**src/sv/pli_pkg.sv**
```systemverilog
// ----------------------------------------------------------------------------
// pli_pkg
// shared types and constants of the positional list block
// ----------------------------------------------------------------------------
package pli_pkg;

    localparam int CAPACITY_DEF = 16;
    localparam int CAP_MAX      = 1024;
    localparam int IDX_MAX_W    = $clog2(CAP_MAX);

    localparam int VAL_W  = 32;
    localparam int POS_W  = 5;
    localparam int STAT_W = 2;
    localparam int ECNT_W = 5;

    localparam int S_DATA_W = 40;
    localparam int M_DATA_W = 40;

    typedef enum logic {
        OP_INSERT = 1'b0,
        OP_DELETE = 1'b1
    } op_t;

    typedef enum logic [STAT_W-1:0] {
        STAT_OK   = 2'd0,
        STAT_FULL = 2'd1,
        STAT_BAD  = 2'd2
    } status_t;

    typedef enum logic [1:0] {
        ST_IDLE,
        ST_DRAIN,
        ST_WAIT
    } state_t;

    typedef struct packed {
        logic                 ins;
        logic                 del;
        logic [IDX_MAX_W-1:0] idx;
        logic [VAL_W-1:0]     new_value;
        logic                 lane_load;
        logic                 lane_shift;
    } cell_cmd_t;

endpackage

```
**src/sv/pli_cell.sv**
```systemverilog
// ----------------------------------------------------------------------------
// pli_cell
// one list slot: holds an element and one stage of the readout lane
// ----------------------------------------------------------------------------
module pli_cell #(
    parameter int INDEX = 0
) (
    input  logic                    aclk,
    input  pli_pkg::cell_cmd_t      cmd,
    input  logic [pli_pkg::VAL_W-1:0] lower_val,
    input  logic [pli_pkg::VAL_W-1:0] upper_val,
    input  logic [pli_pkg::VAL_W-1:0] lane_upper,
    output logic [pli_pkg::VAL_W-1:0] val,
    output logic [pli_pkg::VAL_W-1:0] lane
);
    import pli_pkg::*;

    localparam logic [IDX_MAX_W-1:0] MY_IDX = IDX_MAX_W'(INDEX);

    logic [VAL_W-1:0] val_reg;
    logic [VAL_W-1:0] val_next;
    logic [VAL_W-1:0] lane_reg;
    logic [VAL_W-1:0] lane_next;

    always_comb begin
        val_next = val_reg;
        if (cmd.ins) begin
            if (MY_IDX > cmd.idx) begin
                val_next = lower_val;
            end else if (MY_IDX == cmd.idx) begin
                val_next = cmd.new_value;
            end
        end else if (cmd.del && (MY_IDX >= cmd.idx)) begin
            val_next = upper_val;
        end
    end

    always_comb begin
        lane_next = lane_reg;
        if (cmd.lane_load) begin
            lane_next = val_reg;
        end else if (cmd.lane_shift) begin
            lane_next = lane_upper;
        end
    end

    always_ff @(posedge aclk) begin
        val_reg  <= val_next;
        lane_reg <= lane_next;
    end

    assign val  = val_reg;
    assign lane = lane_reg;

endmodule

```
**src/sv/pli_ctrl.sv**
```systemverilog
// ----------------------------------------------------------------------------
// pli_ctrl
// request decode, element count, readout sequencing and output register
// ----------------------------------------------------------------------------
module pli_ctrl #(
    parameter int CAPACITY = pli_pkg::CAPACITY_DEF
) (
    input  logic                         aclk,
    input  logic                         aresetn,
    input  logic                         s_tvalid,
    output logic                         s_tready,
    input  logic [pli_pkg::S_DATA_W-1:0] s_tdata,
    output logic                         m_tvalid,
    input  logic                         m_tready,
    output logic [pli_pkg::M_DATA_W-1:0] m_tdata,
    output pli_pkg::cell_cmd_t           cmd,
    input  logic [pli_pkg::VAL_W-1:0]    head_val,
    input  logic [pli_pkg::VAL_W-1:0]    lane_head
);
    import pli_pkg::*;

    localparam int CNT_W = $clog2(CAPACITY + 1);
    localparam int CW    = ((CNT_W > POS_W) ? CNT_W : POS_W) + 1;

    op_t               in_op;
    logic [POS_W-1:0]  in_pos;
    logic [VAL_W-1:0]  in_value;

    state_t               state_reg;
    state_t               state_next;
    logic [CNT_W-1:0]     count_reg;
    logic [CNT_W-1:0]     count_next;
    logic [IDX_MAX_W-1:0] drain_reg;
    logic [IDX_MAX_W-1:0] drain_next;
    status_t              stat_hold_reg;
    logic                 del_hold_reg;

    logic                 m_valid_reg;
    logic [VAL_W-1:0]     m_removed_reg;
    status_t              m_status_reg;
    logic [ECNT_W-1:0]    m_count_reg;

    logic [CW-1:0]        pos_w;
    logic [CW-1:0]        cnt_w;
    logic [IDX_MAX_W-1:0] idx;
    logic                 accept;
    logic                 ins_ok;
    logic                 del_ok;
    logic                 need_drain;
    logic                 slot_free;
    status_t              stat_now;
    logic                 load_now;
    logic                 load_wait;

    assign in_op    = op_t'(s_tdata[0]);
    assign in_pos   = s_tdata[POS_W:1];
    assign in_value = s_tdata[POS_W+VAL_W:POS_W+1];

    assign pos_w = CW'(in_pos);
    assign cnt_w = CW'(count_reg);
    assign idx   = IDX_MAX_W'(pos_w - CW'(1));

    always_comb begin
        ins_ok   = 1'b0;
        del_ok   = 1'b0;
        stat_now = STAT_OK;
        case (in_op)
            OP_INSERT: begin
                if (cnt_w == CW'(CAPACITY)) begin
                    stat_now = STAT_FULL;
                end else if ((pos_w == '0) || (pos_w > cnt_w + CW'(1))) begin
                    stat_now = STAT_BAD;
                end else begin
                    ins_ok = 1'b1;
                end
            end
            OP_DELETE: begin
                if ((cnt_w == '0) || (pos_w == '0) || (pos_w > cnt_w)) begin
                    stat_now = STAT_BAD;
                end else begin
                    del_ok = 1'b1;
                end
            end
            default: stat_now = STAT_BAD;
        endcase
    end

    assign accept     = s_tvalid && s_tready;
    assign need_drain = del_ok && (idx != '0);
    assign slot_free  = !m_valid_reg || m_tready;

    // next state
    always_comb begin
        state_next = state_reg;
        case (state_reg)
            ST_IDLE: begin
                if (accept) begin
                    if (need_drain) begin
                        state_next = ST_DRAIN;
                    end else if (!slot_free) begin
                        state_next = ST_WAIT;
                    end
                end
            end
            ST_DRAIN: begin
                if (drain_reg == IDX_MAX_W'(1)) begin
                    state_next = ST_WAIT;
                end
            end
            ST_WAIT: begin
                if (slot_free) begin
                    state_next = ST_IDLE;
                end
            end
            default: state_next = ST_IDLE;
        endcase
    end

    // outputs of the sequencer
    always_comb begin
        s_tready       = 1'b0;
        load_now       = 1'b0;
        load_wait      = 1'b0;
        cmd.ins        = 1'b0;
        cmd.del        = 1'b0;
        cmd.idx        = idx;
        cmd.new_value  = in_value;
        cmd.lane_load  = 1'b0;
        cmd.lane_shift = 1'b0;
        case (state_reg)
            ST_IDLE: begin
                s_tready      = 1'b1;
                cmd.ins       = accept && ins_ok;
                cmd.del       = accept && del_ok;
                cmd.lane_load = accept && del_ok;
                load_now      = accept && !need_drain && slot_free;
            end
            ST_DRAIN: begin
                cmd.lane_shift = 1'b1;
            end
            ST_WAIT: begin
                load_wait = slot_free;
            end
            default: ;
        endcase
    end

    always_comb begin
        count_next = count_reg;
        if (cmd.ins) begin
            count_next = count_reg + CNT_W'(1);
        end else if (cmd.del) begin
            count_next = count_reg - CNT_W'(1);
        end
    end

    always_comb begin
        drain_next = drain_reg;
        if (accept) begin
            drain_next = idx;
        end else if (state_reg == ST_DRAIN) begin
            drain_next = drain_reg - IDX_MAX_W'(1);
        end
    end

    always_ff @(posedge aclk) begin
        if (!aresetn) begin
            state_reg   <= ST_IDLE;
            count_reg   <= '0;
            m_valid_reg <= 1'b0;
        end else begin
            state_reg <= state_next;
            count_reg <= count_next;
            if (load_now || load_wait) begin
                m_valid_reg <= 1'b1;
            end else if (m_tready) begin
                m_valid_reg <= 1'b0;
            end
        end
    end

    always_ff @(posedge aclk) begin
        drain_reg <= drain_next;
        if (accept) begin
            stat_hold_reg <= stat_now;
            del_hold_reg  <= del_ok;
        end
        if (load_now) begin
            m_removed_reg <= del_ok ? head_val : '0;
            m_status_reg  <= stat_now;
            m_count_reg   <= ECNT_W'(count_next);
        end else if (load_wait) begin
            m_removed_reg <= del_hold_reg ? lane_head : '0;
            m_status_reg  <= stat_hold_reg;
            m_count_reg   <= ECNT_W'(count_reg);
        end
    end

    assign m_tvalid = m_valid_reg;
    assign m_tdata  = {{(M_DATA_W - VAL_W - STAT_W - ECNT_W){1'b0}},
                       m_count_reg, m_status_reg, m_removed_reg};

endmodule

```
**src/sv/positional_list_insert_delete.sv**
```systemverilog
// ----------------------------------------------------------------------------
// positional_list_insert_delete
// ordered list with insert and delete at a one-based position
// ----------------------------------------------------------------------------
//  port group   dir  tdata bits, lowest first
//  s_*          in   operation[0], position[5:1], new_value[37:6], zero pad
//  m_*          out  removed_value[31:0], status[33:32], element_count[38:34]
//
//  insert, failed request or delete at position 1: loads the output register
//  directly; delete at position p above 1: walks the removed value down the
//  readout lane to the head first, then loads the output register
//  a finished result waits in the output register; a request is still
//  taken then, and the next one only once that result has left
//  reset clears count and handshake state; the list is empty after reset
// ----------------------------------------------------------------------------
module positional_list_insert_delete #(
    parameter int CAPACITY = pli_pkg::CAPACITY_DEF
) (
    input  logic                         aclk,
    input  logic                         aresetn,
    input  logic                         s_tvalid,
    output logic                         s_tready,
    input  logic [pli_pkg::S_DATA_W-1:0] s_tdata,   // operation, position, new_value
    output logic                         m_tvalid,
    input  logic                         m_tready,
    output logic [pli_pkg::M_DATA_W-1:0] m_tdata    // removed_value, status, element_count
);
    import pli_pkg::*;

    cell_cmd_t        cmd;
    logic [VAL_W-1:0] val_w  [CAPACITY];
    logic [VAL_W-1:0] lane_w [CAPACITY];

    pli_ctrl #(
        .CAPACITY(CAPACITY)
    ) u_ctrl (
        .aclk     (aclk),
        .aresetn  (aresetn),
        .s_tvalid (s_tvalid),
        .s_tready (s_tready),
        .s_tdata  (s_tdata),
        .m_tvalid (m_tvalid),
        .m_tready (m_tready),
        .m_tdata  (m_tdata),
        .cmd      (cmd),
        .head_val (val_w[0]),
        .lane_head(lane_w[0])
    );

    for (genvar k = 0; k < CAPACITY; k++) begin : g_cell
        logic [VAL_W-1:0] lower;
        logic [VAL_W-1:0] upper;
        logic [VAL_W-1:0] lane_up;

        if (k == 0) begin : g_bot
            assign lower = '0;
        end else begin : g_mid_lo
            assign lower = val_w[k-1];
        end

        if (k == CAPACITY - 1) begin : g_top
            assign upper   = '0;
            assign lane_up = '0;
        end else begin : g_mid_hi
            assign upper   = val_w[k+1];
            assign lane_up = lane_w[k+1];
        end

        pli_cell #(
            .INDEX(k)
        ) u_cell (
            .aclk      (aclk),
            .cmd       (cmd),
            .lower_val (lower),
            .upper_val (upper),
            .lane_upper(lane_up),
            .val       (val_w[k]),
            .lane      (lane_w[k])
        );
    end

endmodule

```
**config.mk**
```make
export PLATFORM = sky130hd
export DESIGN_NAME = positional_list_insert_delete
export DESIGN_NICKNAME = d
export VERILOG_FILES = /design/src/sv/pli_pkg.sv /design/src/sv/pli_cell.sv /design/src/sv/pli_ctrl.sv /design/src/sv/positional_list_insert_delete.sv
export SDC_FILE = /design/constraint.sdc
export NUM_CORES = 2
export LEC_CHECK = 0
export BUFFER_PORTS_ARGS = -buffer_cell sky130_fd_sc_hd__buf_4
export CAP_MARGIN = 20
export CELL_PAD_IN_SITES_DETAIL_PLACEMENT = 0
export CELL_PAD_IN_SITES_GLOBAL_PLACEMENT = 1
export CORE_ASPECT_RATIO = 0.75
export CORE_MARGIN = 10
export CORE_UTILIZATION = 35
export DETAILED_ROUTE_END_ITERATION = 8
export GPL_ROUTABILITY_DRIVEN = 0
export GPL_TIMING_DRIVEN = 0
export PLACE_DENSITY = 0.68
export SETUP_SLACK_MARGIN = 0.4
export SLEW_MARGIN = 5
export SYNTH_ARGS = -nofsm -noshare
export SYNTH_HDL_FRONTEND = slang
export SYNTH_SLANG_ARGS = --single-unit
```
**constraint.sdc**
```tcl
create_clock -name aclk -period 109.2 [get_ports aclk]
set_input_delay 0 -clock aclk [delete_from_list [all_inputs] [get_ports aclk]]
set_output_delay 0 -clock aclk [all_outputs]
set_load 0.02 [all_outputs]
```
Yosys cells after proc, flatten, opt, wreduce, memory -nomap -nowiden
Index checks and enable logic that the tools add are counted.
{"block": "word_totals", "register_bits": 1084, "latch_bits": 0, "mem_bits_rw": 0, "rom_bits": 0, "input_bits": 44, "out_inout_bits": 42, "wordCells": 322, "memories": 0}
{"block": "op_classes", "n_addsub": 5, "multipliers": 0, "div": 0, "order_cmp": 34, "n_eq_ne": 39, "shift": 0, "mux": 131, "bitwise_logic": 1, "n_reduce_logical": 71}
{"op": "32-bit two-way mux", "count": 100}
{"op": "4-bit by 10-bit equality test with 1-bit output (first input constant)", "count": 8}
{"op": "4-bit by 10-bit greater-or-equal comparator with 1-bit output (first input constant)", "count": 8}
{"op": "4-bit by 10-bit > comparator with 1-bit output (first input constant)", "count": 8}
{"op": "3-bit by 1-bit != test with 1-bit output (second input constant)", "count": 16}
{"op": "3-bit by 10-bit equality test with 1-bit output (first input constant)", "count": 4}
{"op": "3-bit by 10-bit greater-or-equal comparator with 1-bit output (first input constant)", "count": 4}
{"op": "3-bit by 10-bit > comparator with 1-bit output (first input constant)", "count": 4}
{"op": "2-bit nonzero test", "count": 20}
{"op": "2-bit AND reduction", "count": 16}
{"op": "1-bit logical AND", "count": 22}
{"op": "2-bit two-way mux", "count": 11}
{"op": "2-bit by 10-bit equality test with 1-bit output (first input constant)", "count": 2}
{"op": "1-bit by 10-bit greater-or-equal comparator with 1-bit output (first input constant)", "count": 2}
{"op": "2-bit by 10-bit greater-or-equal comparator with 1-bit output (first input constant)", "count": 2}
{"op": "1-bit by 10-bit > comparator with 1-bit output (first input constant)", "count": 2}
{"op": "2-bit by 10-bit > comparator with 1-bit output (first input constant)", "count": 2}
{"op": "10-bit two-way mux", "count": 2}
{"op": "5-bit two-way mux", "count": 4}
{"op": "6-bit logical NOT", "count": 2}
{"op": "1-bit two-way mux", "count": 12}
{"op": "1-bit by 10-bit equality test with 1-bit output (first input constant)", "count": 1}
{"op": "10-bit by 1-bit equality test with 1-bit output (second input constant)", "count": 1}
{"op": "10-bit logical NOT", "count": 1}
{"op": "other kinds (20)", "count": 27}

Logic depth before layout (Yosys ltp)
{"block": "depth", "word_depth": 12, "depth_mapped": 15, "depth_no_buf": 10}

Cells and area by module
From an unflattened synthesis, not the netlist that was laid out.
{"block": "hier_totals", "hier_cells": 3924, "area_unflattened_um2": 56175.1}
{"mod": "pli_cell at g_cell[5].u_cell ...", "n_inst": 2, "cells_each": 178, "area_each_um2": 3265.6, "seq_area_each_um2": 1921.8}
{"mod": "pli_cell at g_cell[11].u_cell", "n_inst": 1, "cells_each": 296, "area_each_um2": 3592.2, "seq_area_each_um2": 1921.8}
{"mod": "pli_ctrl", "n_inst": 1, "cells_each": 312, "area_each_um2": 3528.4, "seq_area_each_um2": 1721.7}
{"mod": "pli_cell at g_cell[9].u_cell", "n_inst": 1, "cells_each": 281, "area_each_um2": 3419.5, "seq_area_each_um2": 1921.8}
{"mod": "pli_cell at g_cell[14].u_cell", "n_inst": 1, "cells_each": 266, "area_each_um2": 3404.5, "seq_area_each_um2": 1921.8}
{"mod": "pli_cell at g_cell[13].u_cell", "n_inst": 1, "cells_each": 265, "area_each_um2": 3399.5, "seq_area_each_um2": 1921.8}
{"mod": "pli_cell at g_cell[10].u_cell", "n_inst": 1, "cells_each": 266, "area_each_um2": 3398.3, "seq_area_each_um2": 1921.8}
{"mod": "pli_cell at g_cell[15].u_cell", "n_inst": 1, "cells_each": 265, "area_each_um2": 3397.0, "seq_area_each_um2": 1921.8}
{"mod": "pli_cell at g_cell[4].u_cell", "n_inst": 1, "cells_each": 248, "area_each_um2": 3291.9, "seq_area_each_um2": 1921.8}
{"mod": "pli_cell at g_cell[2].u_cell", "n_inst": 1, "cells_each": 177, "area_each_um2": 3273.1, "seq_area_each_um2": 1921.8}
{"mod": "pli_cell at g_cell[3].u_cell", "n_inst": 1, "cells_each": 177, "area_each_um2": 3271.9, "seq_area_each_um2": 1921.8}
{"mod": "pli_cell at g_cell[7].u_cell", "n_inst": 1, "cells_each": 177, "area_each_um2": 3260.6, "seq_area_each_um2": 1921.8}
{"mod": "pli_cell at g_cell[8].u_cell", "n_inst": 1, "cells_each": 257, "area_each_um2": 3249.4, "seq_area_each_um2": 1921.8}
{"mod": "pli_cell at g_cell[12].u_cell", "n_inst": 1, "cells_each": 255, "area_each_um2": 3116.7, "seq_area_each_um2": 1921.8}
{"mod": "+3 rows"}

Worst setup path after synthesis
Ideal clock, no wire load.
{"block": "synth_path", "path_type": "register to register", "start": "register u_ctrl.state_reg[0]", "end": "register g_cell[0].u_cell.lane_reg[0], enable pin", "arrival_time_ps": 36051, "slack_ps": 71053, "path_stages_with_launch": 3, "path_buffers": 0, "cell_sequence": "dfxtp_1 > inv_1 > o21ai_0"}
{"block": "synth_via", "elab_chain_len": 6}
{"element": "start, declared", "line_no": "pli_ctrl.sv:29", "text": "state_t state_reg;"}
{"element": "start signal, assigned", "line_no": "pli_ctrl.sv:172", "text": "state_reg <= state_next;"}
{"element": "2-bit logical NOT", "line_no": "pli_ctrl.sv:130", "text": "case (state_reg)"}
{"element": "1-bit two-way mux", "line_no": "pli_ctrl.sv:130"}
{"element": "1-bit logical AND", "line_no": "pli_ctrl.sv:88", "text": "assign accept = s_tvalid && s_tready;"}
{"element": "1-bit logical AND", "line_no": "pli_ctrl.sv:135", "text": "cmd.lane_load = accept && del_ok;"}
{"element": "1-bit two-way mux", "line_no": "pli_ctrl.sv:130"}
{"element": "2-bit nonzero test (no line) (*)"}
{"element": "end signal, assigned", "line_no": "pli_cell.sv:49", "text": "lane_reg <= lane_next;"}
{"element": "end, declared", "line_no": "pli_cell.sv:22", "text": "logic [VAL_W-1:0] lane_reg;"}
Every way passes the cells marked *; elsewhere a longest branch is shown, timed or not.
A chain may end at the register's enable or synchronous reset.

Final worst setup path
{"block": "layout_path", "start": "register u_ctrl.count_reg[2]", "end": "register g_cell[7].u_cell.lane_reg[13], enable pin"}
{"block": "layout_via", "elab_chain_len": 8}
{"element": "start, declared", "line_no": "pli_ctrl.sv:31", "text": "logic [CNT_W-1:0] count_reg;"}
{"element": "start signal, assigned", "line_no": "pli_ctrl.sv:173", "text": "count_reg <= count_next;"}
{"element": "parallel branches: the longest is 2 deep, another holds 5-bit > comparator"}
{"element": "1-bit logical OR (*)", "line_no": "pli_ctrl.sv:78", "text": "if ((cnt_w == '0) || (pos_w == '0) || (pos_w > cnt_w)) begin"}
{"element": "1-bit two-way mux (*)", "line_no": "pli_ctrl.sv:78"}
{"element": "1-bit two-way mux (*)", "line_no": "pli_ctrl.sv:67", "text": "case (in_op)"}
{"element": "net u_ctrl.del_ok", "line_no": "pli_ctrl.sv:48", "text": "logic del_ok;"}
{"element": "1-bit logical AND (*)", "line_no": "pli_ctrl.sv:135"}
{"element": "1-bit two-way mux (*)", "line_no": "pli_ctrl.sv:130"}
{"element": "2-bit nonzero test (no line) (*)"}
{"element": "end signal, assigned", "line_no": "pli_cell.sv:49"}
{"element": "end, declared", "line_no": "pli_cell.sv:22"}
Mark *: on every way through the listed nets, which the timed path passes.

==> metrics.md <==
| Metric | Value |
|---|---|
| Post-Syn Area | 50810 um2 |
| DR pass1 iterations | 6 |
| Final hold slack | around 0.09 ns |
| R2r endpoint | g_cell[7].u_cell.lane[13]$_DFFE_PP_ |
| Cell-internal power | ~700 uW |
| Max Clock Freq | about 0.17 GHz |
| Pwr/cell area | ~16 nW/um2 |
| Rel. slew slack | 0.1906 |
| Worst setup margin | between 100 and 150 ns |
| GRT Total Usage | 0.2253 |
| Die width | around 460 um |
| Max Cap Violations | 0 |
| Compound-cell area share of the yosys netlist | 0.07035 |
| Ys Warns | 0 |
| Wl on met1 | ~80 mm |
| Period utilisation layout | 0.05257 |
| Pin count of the biggest net entering global routing | 33 |
| Die area | between 150000 and 200000 um2 |
| Reg power frac | 0.504 |
| Num ports | 86 |
| Count leader, synth | nand2_1 |
| Simple-gate area share of the yosys netlist | 0.1763 |
| Switch share | 0.2497 |
| Leakage | around 23 nW |
| Hold Path Sink | u_ctrl.count_reg[3]$_SDFF_PN0_ |
| Rows | 120 |
| Worst-path fanout max | 23 |
| Worst hold path type | in2reg |
| RSZ-0062 raised after global routing | no |
| Synth Area in Adders | 0.004186 |
| Vias in the first global route | 36150 |
| Routed Antenna Nets | 0 |
| Post-DR vias/cell | 5.370 |
| Synth area leaders | edfxtp_1, nand2_1, mux2i_1 |
| Layout net count | 5189 |
| Power Total | roughly 930 uW |
| Switching power | between 200 and 250 uW |
| Post-synth top cells | nand2_1, edfxtp_1, mux2i_1 |
| Area of the multi-input gates | around 17000 um2 |
| Req. time, crit path | about 110 ns |
| Syn Inst Count | roughly 4800 |
| Pre-CTS WS | slightly above 100 ns |
| Worst Tran Pin Value | 1.214 ns |
| Core ar. | approximately 140000 um2 |
| PortBufs | around 80 |
| Clock root buffer | clkbuf_16 |
| Initial DRC count | between 5000 and 6000 |
| Worst-case reg-to-reg path depth | 16 |
| Seq cells post-synth | roughly 1100 |
| Leading area contributor after synthesis | edfxtp_1 |
| Crit path max-delay family | buffers and inverters |
| Worst path max stage delay | roughly 0.79 ns |
| Crit path launch | u_ctrl.count_reg[2]$_SDFF_PN0_ |
| Min Tclk post-route | roughly 5.7 ns |
| Peak VDD IR | roughly 15 uV |
| Fraction of registers with async set/reset | 0 |
| Post-synthesis mux area share | 0.07668 |
| Chip Height | roughly 350 um |
| Grt ovf | 0 |
| Final setup viols | 0 |
| Launch point of the worst reg-to-reg path | u_ctrl.count_reg[2]$_SDFF_PN0_ |
| DP HPWL | 140.4 mm |
| Mapped Nets | just under 5000 |
| Slowest cell on the critical path | clkbuf_1 |
| Cts repair resizes | 0 |
| CTS Buf Count | 108 |
| Comb power frac | 0.091 |
| Nature of the critical path startpoint | register |
| Share of layout cells above drive strength 1 | 0.08487 |
| Via count | about 38000 |
| Most common cell on crit path | buf_16 |
| Antenna violations before repair | 12 |
| WL met3 | between 20 and 25 mm |
| Fin util | 0.4115 |
| Type of the worst setup path | reg2reg |
| Hold Crit Depth | 4 |
| Critical Path, Cell by Cell | inv_1 > ha_1 > nand4_1 > or3b_1 > o211a_1 > buf_6 > nand2_1 > clkbuf_1 > clkbuf_1 > o21ai_4 > buf_16 > buf_16 > buf_12 > buf_12 > buf_16 > buf_16 |
| Clk Latency, worst-skew pair | around 0.76 ns |
| CTS tree | done |
| Final Hold Fails | 0 |
| Post-synth EDFFs | around 1100 |
| Hold Crit Start | aresetn |
| Mean post-synth cell area | around 11 um2 |
| Crit path buffers/inverters | 10 |
| Crit end category | register |
| Synth-to-Final Area Change | 16.24% |
| Starting Density | 0.3540 |
| Total length of routed wires | 186.6 mm |
| # DRC | 0 |
| Xor/xnor share of the synthesized area | 0.002758 |
| Seq. cell area | around 32000 um2 |
| H-Tree Depth | 3 |
| Post-synth cell types | 70 |
| CTS Sinks | approximately 1100 |
| Clock network fraction of total power | 0.404 |
| Fillers | roughly 14000 |
| R2R Setup Slk | around 100 ns |
| Main combinational cell family by area after synthesis | simple AND/OR/NAND/NOR gates |
| First-pass GRT wire length | around 270 mm |
| Clk pin slew, worst setup/hold paths | 0.07 ns |
| Outcome | finished, final reports clean |
| DR WL/cell | between 20 and 30 um |
| Routed met2 length | roughly 78 mm |
| Top Metal Used | met4 |
| TNS Setup | 0 ns |
| Post-synth top flop | edfxtp_1 |
| Data arrival time of the worst path | ~6.2 ns |
| Slew Limit Fails | 0 |
| Register area share after synthesis | 0.6390 |
| Fin Clk Skew | approximately 0.038 ns |
| Synth top area share | 0.6359 |
| Clock buffer depth | 3 |
worst min-delay path, stage by stage:
cell	delay, ns
dlygate4sd3_1	0.54
buf_4	0.16
nand2_1	0.06
mux2i_1	0.06
power by group through the flow:
stage / logic, mW / registers [mW] / clock network, mW
global route: 0.0907 / 0.471 / 0.398
floorplan: 0.0437 / 0.488 / 0
CTS: 0.0838 / 0.471 / 0.382
global placement: 0.0776 / 0.493 / 0
finish: 0.0854 / 0.471 / 0.377
detailed placement: 0.0823 / 0.480 / 0
metal layers:
layer	vias to the layer above	GRT usage
met2	1976	0.3280
met3	290	0.05973
li1	17300	-
met1	18650	0.3272
met4	0	0.06535
met5	-	0
per-stage QoR:
| stage | instance area, um2 | instances |
|---|---|---|
| 2_1_floorplan | 50810 | 4816 |
| 3_3_place_gp | 53800 | 6789 |
| 3_5_place_dp | 55140 | 6864 |
| 4_1_cts | 59020 | 7108 |
| 5_1_grt | 59050 | 7111 |
| 6_report | 59060 | 7116 |
how the worst max path moves through the flow:
stage	slack, ns	depth (start not counted)	endpoint
finish	103.46	16	g_cell[7].u_cell.lane[13]$_DFFE_PP_
CTS	103.46	16	g_cell[7].u_cell.lane[13]$_DFFE_PP_
global placement	50.08	2	g_cell[10].u_cell.lane[17]$_DFFE_PP_
detailed placement	103.51	16	g_cell[7].u_cell.lane[12]$_DFFE_PP_
global route	103.24	16	g_cell[8].u_cell.lane[12]$_DFFE_PP_
floorplan	71.05	2	g_cell[0].u_cell.lane[0]$_DFFE_PP_
cell usage in the layout (no fill, tap or decap), types with 7 or more instances in the layout:
master	count
buf_12	20
o21ai_1	117
clkbuf_1	256
nor2_1	156
buf_8	12
clkinv_1	33
clkbuf_16	110
buf_2	67
mux2i_1	387
ha_1	17
nand3_1	12
nand2_1	2039
dfxtp_1	8
a21oi_1	58
a22o_1	32
and2_1	35
buf_1	15
o21ai_0	287
buf_4	112
xnor2_1	11
nor2b_1	7
nor2_4	8
clkinv_2	21
edfxtp_1	1076
a31oi_1	101
inv_1	17
buf_16	13
bufinv_16	10
dlygate4sd3_1	42
buf_6	23
area by class of cell:
type	count	area share
clock buffer	127	0.04768
tap	1891	0.04006
sequential	1084	0.5498
clock inverter	75	0.01080
inverter	19	0.001207
multi-input combinational	3366	0.2863
antenna	5	0.0002118
timing repair buffer	202	0.03864
buffer	347	0.02531
cells by family after synthesis:
kind of cell	count (synthesis)
XOR/XNOR	16
AO/OA/AOI/OAI	637
AND/OR/NAND/NOR	2306
other	1
flip-flops	1084
buffers and inverters	366
multiplexers	389
adder cells (fa/ha/maj)	17
what timing repair did:
action,CTS,global route
endpoints found under the setup margin,0,0
hold buffers,42,0
buffers inserted,0,0
endpoints found under the hold margin,228,0
No activity file was read; power rests on OpenSTA's default activity.
